**config.mk**
```make
export PLATFORM = sky130hd
export DESIGN_NAME = lmm_ctrl
export DESIGN_NICKNAME = d
export VERILOG_FILES = /design/src/sv/lmm_pkg.sv /design/src/sv/lmm_ctrl.sv
export SDC_FILE = /design/constraint.sdc
export NUM_CORES = 1
export LEC_CHECK = 0
export BUFFER_PORTS_ARGS = -buffer_cell sky130_fd_sc_hd__buf_4
export CORE_AREA = 2 2 39 41
export DETAILED_ROUTE_END_ITERATION = 16
export DIE_AREA = 0 0 41 43
export GPL_ROUTABILITY_DRIVEN = 1
export PLACE_DENSITY = 0.5
export SLEW_MARGIN = 0
export SYNTH_ARGS = -nofsm -noshare
export SYNTH_HDL_FRONTEND = slang
export SYNTH_SLANG_ARGS = --single-unit
```
**constraint.sdc**
```tcl
create_clock -name clk -period 2.2 [get_ports clk]
set_input_delay 0.44 -clock clk [delete_from_list [all_inputs] [get_ports clk]]
set_output_delay 0.44 -clock clk [all_outputs]
set_load 0.02 [all_outputs]
```
**src/sv/lmm_pkg.sv**
```systemverilog
// ----------------------------------------------------------------------------
// Lexicon max-match package
// Shared widths, command and status types, and the feature clip function.
// ----------------------------------------------------------------------------
package lmm_pkg;

  localparam int CHAR_W = 21;
  localparam int FEAT_W = 3;
  localparam int CLIP_W = 8;
  localparam logic [CLIP_W-1:0] CLIP_RESET = 8'd7;
  localparam logic [CLIP_W-1:0] FEAT_SAT = 8'd7;

  typedef struct packed {
    logic take_item;
    logic scan_start;
    logic scan_run;
    logic lex_drop;
    logic lex_flag;
    logic lex_commit;
    logic head_commit;
  } lmm_cmd_t;

  typedef struct packed {
    logic is_lex;
    logic is_last;
    logic plen_short;
    logic plen_long;
    logic fill_full;
    logic fill_one;
    logic scan_done;
    logic out_free;
  } lmm_status_t;

  function automatic logic [FEAT_W-1:0] clip_feat(input logic [CLIP_W-1:0] v,
                                                   input logic [CLIP_W-1:0] lim);
    logic [CLIP_W-1:0] r;
    r = v;
    if (r > lim) r = lim;
    if (r > FEAT_SAT) r = FEAT_SAT;
    return r[FEAT_W-1:0];
  endfunction

endpackage

```
**src/sv/lmm_ctrl.sv**
```systemverilog
// ----------------------------------------------------------------------------
// Lexicon max-match controller
// Sequences item intake, lexicon scans, word commits and result emission.
// ----------------------------------------------------------------------------
module lmm_ctrl
  import lmm_pkg::*;
(
  input  logic        clk,
  input  logic        rst,
  input  logic        item_valid,
  output logic        item_ready,
  input  lmm_status_t status,
  output lmm_cmd_t    cmd
);

  typedef enum logic [3:0] {
    S_IDLE     = 4'b0001,
    S_DISPATCH = 4'b0010,
    S_SCAN     = 4'b0100,
    S_EMIT     = 4'b1000
  } state_t;

  state_t state;
  state_t state_next;

  assign item_ready = (state == S_IDLE);

  always_comb begin
    cmd = '0;
    state_next = state;
    case (state)
      S_IDLE: begin
        if (item_valid) begin
          cmd.take_item = 1'b1;
          state_next = S_DISPATCH;
        end
      end
      S_DISPATCH: begin
        state_next = S_IDLE;
        if (status.is_lex) begin
          if (status.is_last) begin
            if (status.plen_short) cmd.lex_drop = 1'b1;
            else if (status.plen_long) cmd.lex_flag = 1'b1;
            else begin
              cmd.scan_start = 1'b1;
              state_next = S_SCAN;
            end
          end
        end else if (status.is_last || status.fill_full) begin
          cmd.scan_start = 1'b1;
          state_next = S_SCAN;
        end
      end
      S_SCAN: begin
        cmd.scan_run = 1'b1;
        if (status.scan_done) begin
          if (status.is_lex) begin
            cmd.lex_commit = 1'b1;
            state_next = S_IDLE;
          end else begin
            state_next = S_EMIT;
          end
        end
      end
      S_EMIT: begin
        if (status.out_free) begin
          cmd.head_commit = 1'b1;
          if (status.is_last && !status.fill_one) begin
            cmd.scan_start = 1'b1;
            state_next = S_SCAN;
          end else begin
            state_next = S_IDLE;
          end
        end
      end
      default: state_next = S_IDLE;
    endcase
  end

  always_ff @(posedge clk) begin
    if (rst) state <= S_IDLE;
    else state <= state_next;
  end

  a_emit_only_sentence: assert property (@(posedge clk) disable iff (rst)
    cmd.head_commit |-> !status.is_lex) else $error("emit during lexicon load");
  a_commit_only_lex: assert property (@(posedge clk) disable iff (rst)
    cmd.lex_commit |-> status.is_lex) else $error("word commit in sentence mode");
  a_scan_follows: assert property (@(posedge clk) disable iff (rst)
    cmd.scan_start |=> state == S_SCAN) else $error("scan not entered");

endmodule

```
Word level (Yosys, flattened, before mapping) --
Cells that the tools add are included.
Word-level totals: bits in registers 4, bits of input ports 11, output and inout bits 8, word-level logic and storage cells 45
Operators by class: equality and inequality tests 7, multiplexer cells 33, reductions and logical operators 4
Operators with widths (number):
- $mux 4 | 5
- $mux 1 | 18
- $pmux 4 s4 | 1
- $mux 3 | 5
- $mux 2 | 3
- $ne 2x2->1 const B | 3
- $eq 4x1->1 const B | 1
- $eq 4x2->1 const B | 1
- $eq 4x3->1 const B | 1
- $eq 4x4->1 const B | 1
- $reduce_and 3->1 | 1
- $pmux 1 s2 | 1
- $logic_and 1x1->1 | 1
- $logic_not 1->1 | 1
- $logic_or 1x1->1 | 1

Depth between registers and ports, before layout --
depth after elaboration 5, gate-level depth with buffers 6, gate-level depth less buffers 5

Worst setup path after synthesis --
Ideal clock, no wire load.
kind reg-to-output, start register state[3], end output cmd[2] (netlist name), arrival 1.373 ns, data required time 1.760 ns, path slack 0.387 ns, cell stages (with the launch flop) 5, path buffers 1, cells stage by stage dfxtp_1 > buf_6 > nor4b_2 > nand3_1 > nor3b_1
RTL lines:
- start: declaration | line lmm_ctrl.sv:23 | state_t state;
- start signal: assignment | line lmm_ctrl.sv:82 | else state <= state_next;
- end: declaration | line lmm_ctrl.sv:13 | output lmm_cmd_t cmd

==> flow_summary.toml <==
[synthesis]
syn_avg_cell_area_um2 = 8.235
synthCells = 43
synth_cell_types = 25
yosysWarnings = 0
ys_seq_area_frac = 0.2261
yosys-top-cells-area = "dfxtp_1 (23%), nor4b_2 (8.5%), nor2_1 (6.4%)"
syn-num-nets = 54
netlist_area_um2 = 354.1
synth_top_cell_by_area = "dfxtp_1"
ys_ff_latch = 4
synth_top_area_frac = 0.2261

[die]
start_util = 0.2559
num_io_pins = 19
fp.dieW_um = 41
die_y_um = 43
row_count = 14
core_area_um2 = 1384
die_area_um2 = 1763

[clock_network]
tritoncts = "built"
insertion_delay_ps = 230
cts-buffers-inserted = 3
clock_sinks = 4
h-tree-depth = 1
cts.path.max_buffers = 2
cts-root-buf = "clkbuf_4"
post_cts_buffers = 0
cts_hold_buf = 0
clk_pin_slew_ps = 40
cts.repair.resized = 0

[drt]
avgViaCountPerCell = 4.974
vias = 388
wl_per_cell_um = 11.15
drc = 0
first_pass_iters = 2
antenna_left = 0
wirelength_um = 870
drt-initial-drc-count = 9

[timing]
whs_ps = 398.1
fin_crit_sh = 0.9380
rsz0062_at_grt = "false"
max_freq_mhz = 484.6
hold_viol = 0
drv_slew = 0
setup_violations = 0
finalSetupTns_ps = 0
slew_headroom = 0.7885
worst_pin_slew_ps = 313.9
finClkSkew_ps = 1.475
period_needed_ps = 2064

[grt]
grt_pass1_vias = 353
grt-ovfl-total = 0
antenna_found_initial = 0
grt_pass1_wl_mm = 1.428
grt_max_degree = 10
grt_use_total = 0.1176

[placed_design]
port_buffers = 18
placed_area_um2 = 490.5
dpl.hpwl_um = 704.4
gp_congestion = 0.6696

[power]
p_int_mw = 0.1626
powerDensity_nw_per_um2 = 423.6
combPwrFrac = 0.218
finalPower_mw = 0.2173
seqPwrFrac = 0.374
ir_worst_vdd_uv = 191.4
p_switching_mw = 0.05473
clkPwrFrac = 0.408
leakagePower_nw = 0.2721
p_sw_frac = 0.2519

[cells_and_area]
syn_to_final_growth_pct = 44.88
diodes = 0
drive_above_1_share = 0.4355
fillerInstances = 148
stdcell_area_um2 = 513.0
largest_register = "state"
reg_top3 = "state x4"
layout.nets = 75
utilization = 0.3707
largest_register_ffs = 4

[job]
cap_violations = 0

[worst_setup_path]
worstSetupStartpointType = "flip-flop"
crit_type = "flip-flop to output pin"
critPathArrivalTime_ps = 1620
crit_path_end_kind = "output pin"
worstPathRequired_ps = 1760
path_max_fanout = 8

[hold_path]
hold_path_class = "primary input to flip-flop"

[outcome]
outcome = "finished, final reports clean"
[layer usage]
metal	up-vias	wire [um]	GRT usage
met5	-	0	0
met2	14	431	0.1844
li1	195	-	-
met1	179	347	0.1355
met4	0	0	0.06000
met3	0	91	0.03665
[stage by stage]
step                      instances  setup slack [ps]
after floorplan                  43             386.6
after global placement           75             381.9
after detailed placement         75             367.0
after CTS                        78             109.0
after global routing             78             43.84
final                            78             136.4
[cell families (layout without fill, tap and decap cells)]
logic type	Yosys count	in the layout	share of synthesized area
DFF	4	4	0.2262
and+or+nand+nor	19	19	0.3675
buffers and inverters	8	27	0.1166
xor gates and xnor gates	1	1	0.02474
muxes	1	1	0.02827
AOI/OAI and AO/OA	10	10	0.2368
[layout make-up]
type | count | area (um^2) | area share
Inverter | 6 | 22.52 | 0.04390
Multi-Input combinational cell | 31 | 232.7 | 0.4537
Clock buffer | 3 | 22.52 | 0.04390
Timing Repair Buffer | 18 | 135.1 | 0.2634
Sequential cell | 4 | 80.08 | 0.1561
Tap cell | 16 | 20.02 | 0.03902
[Yosys cell counts (all sizes together)]
cell type and count:
a221o 1, a22oi 1, a2bb2o 1, and3 1, buf 2, dfxtp 4, inv 6, mux2i 1
nand2 3, nand2b 1, nand3 1, nor2 6, nor3b 3, nor4 1, nor4b 2, o211ai 1
o21ai 2, o21ba 1, o21bai 1, o311ai 1, o31ai 1, or4b 1, xor2 1
[power groups by stage]
| stage | clock [mW] | sequential [mW] | combinational, mW |
|---|---|---|---|
| 4_1_cts | 0.0960 | 0.0813 | 0.0481 |
| 3_3_place_gp | 0 | 0.0824 | 0.0478 |
| 5_1_grt | 0.0988 | 0.0821 | 0.0520 |
| 2_1_floorplan | 0 | 0.0808 | 0.0218 |
| 6_report | 0.0886 | 0.0813 | 0.0474 |
| 3_5_place_dp | 0 | 0.0825 | 0.0480 |
[final timing paths]
kind / from / end / cells after the start / slack, ps
setup / recovery: state[2] / cmd[1] / 4 / 140
setup reg to reg: state[2] / state[0] / 5 / 740
hold / removal: rst / state[3] / 2 / 400
hold reg to reg: state[3] / state[3] / 2 / 650
[cells in the final DEF (no fill, tap or decap)]
cell type  instances
nor2_1             6
mux2i_1            1
o21bai_1           1
inv_1              5
o21ai_0            2
dfxtp_1            4
inv_2              1
a2bb2o_1           1
xor2_1             1
o21ba_1            1
a221o_1            1
or4b_4             1
nand2_1            3
o311ai_0           1
and3_1             1
o211ai_1           1
nor4b_2            2
clkbuf_4           3
o31ai_1            1
a22oi_2            1
nand3_1            1
buf_4             18
nor4_2             1
nor3b_1            3
nand2b_1           1
[worst max-delay path, cell delays in order, from the launching register on]
cell and delay (ps):
dfxtp_1 490, or4b_4 520, inv_2 90, and3_1 150
buf_4 130
Note: power is estimated with default switching activity, not from simulation.
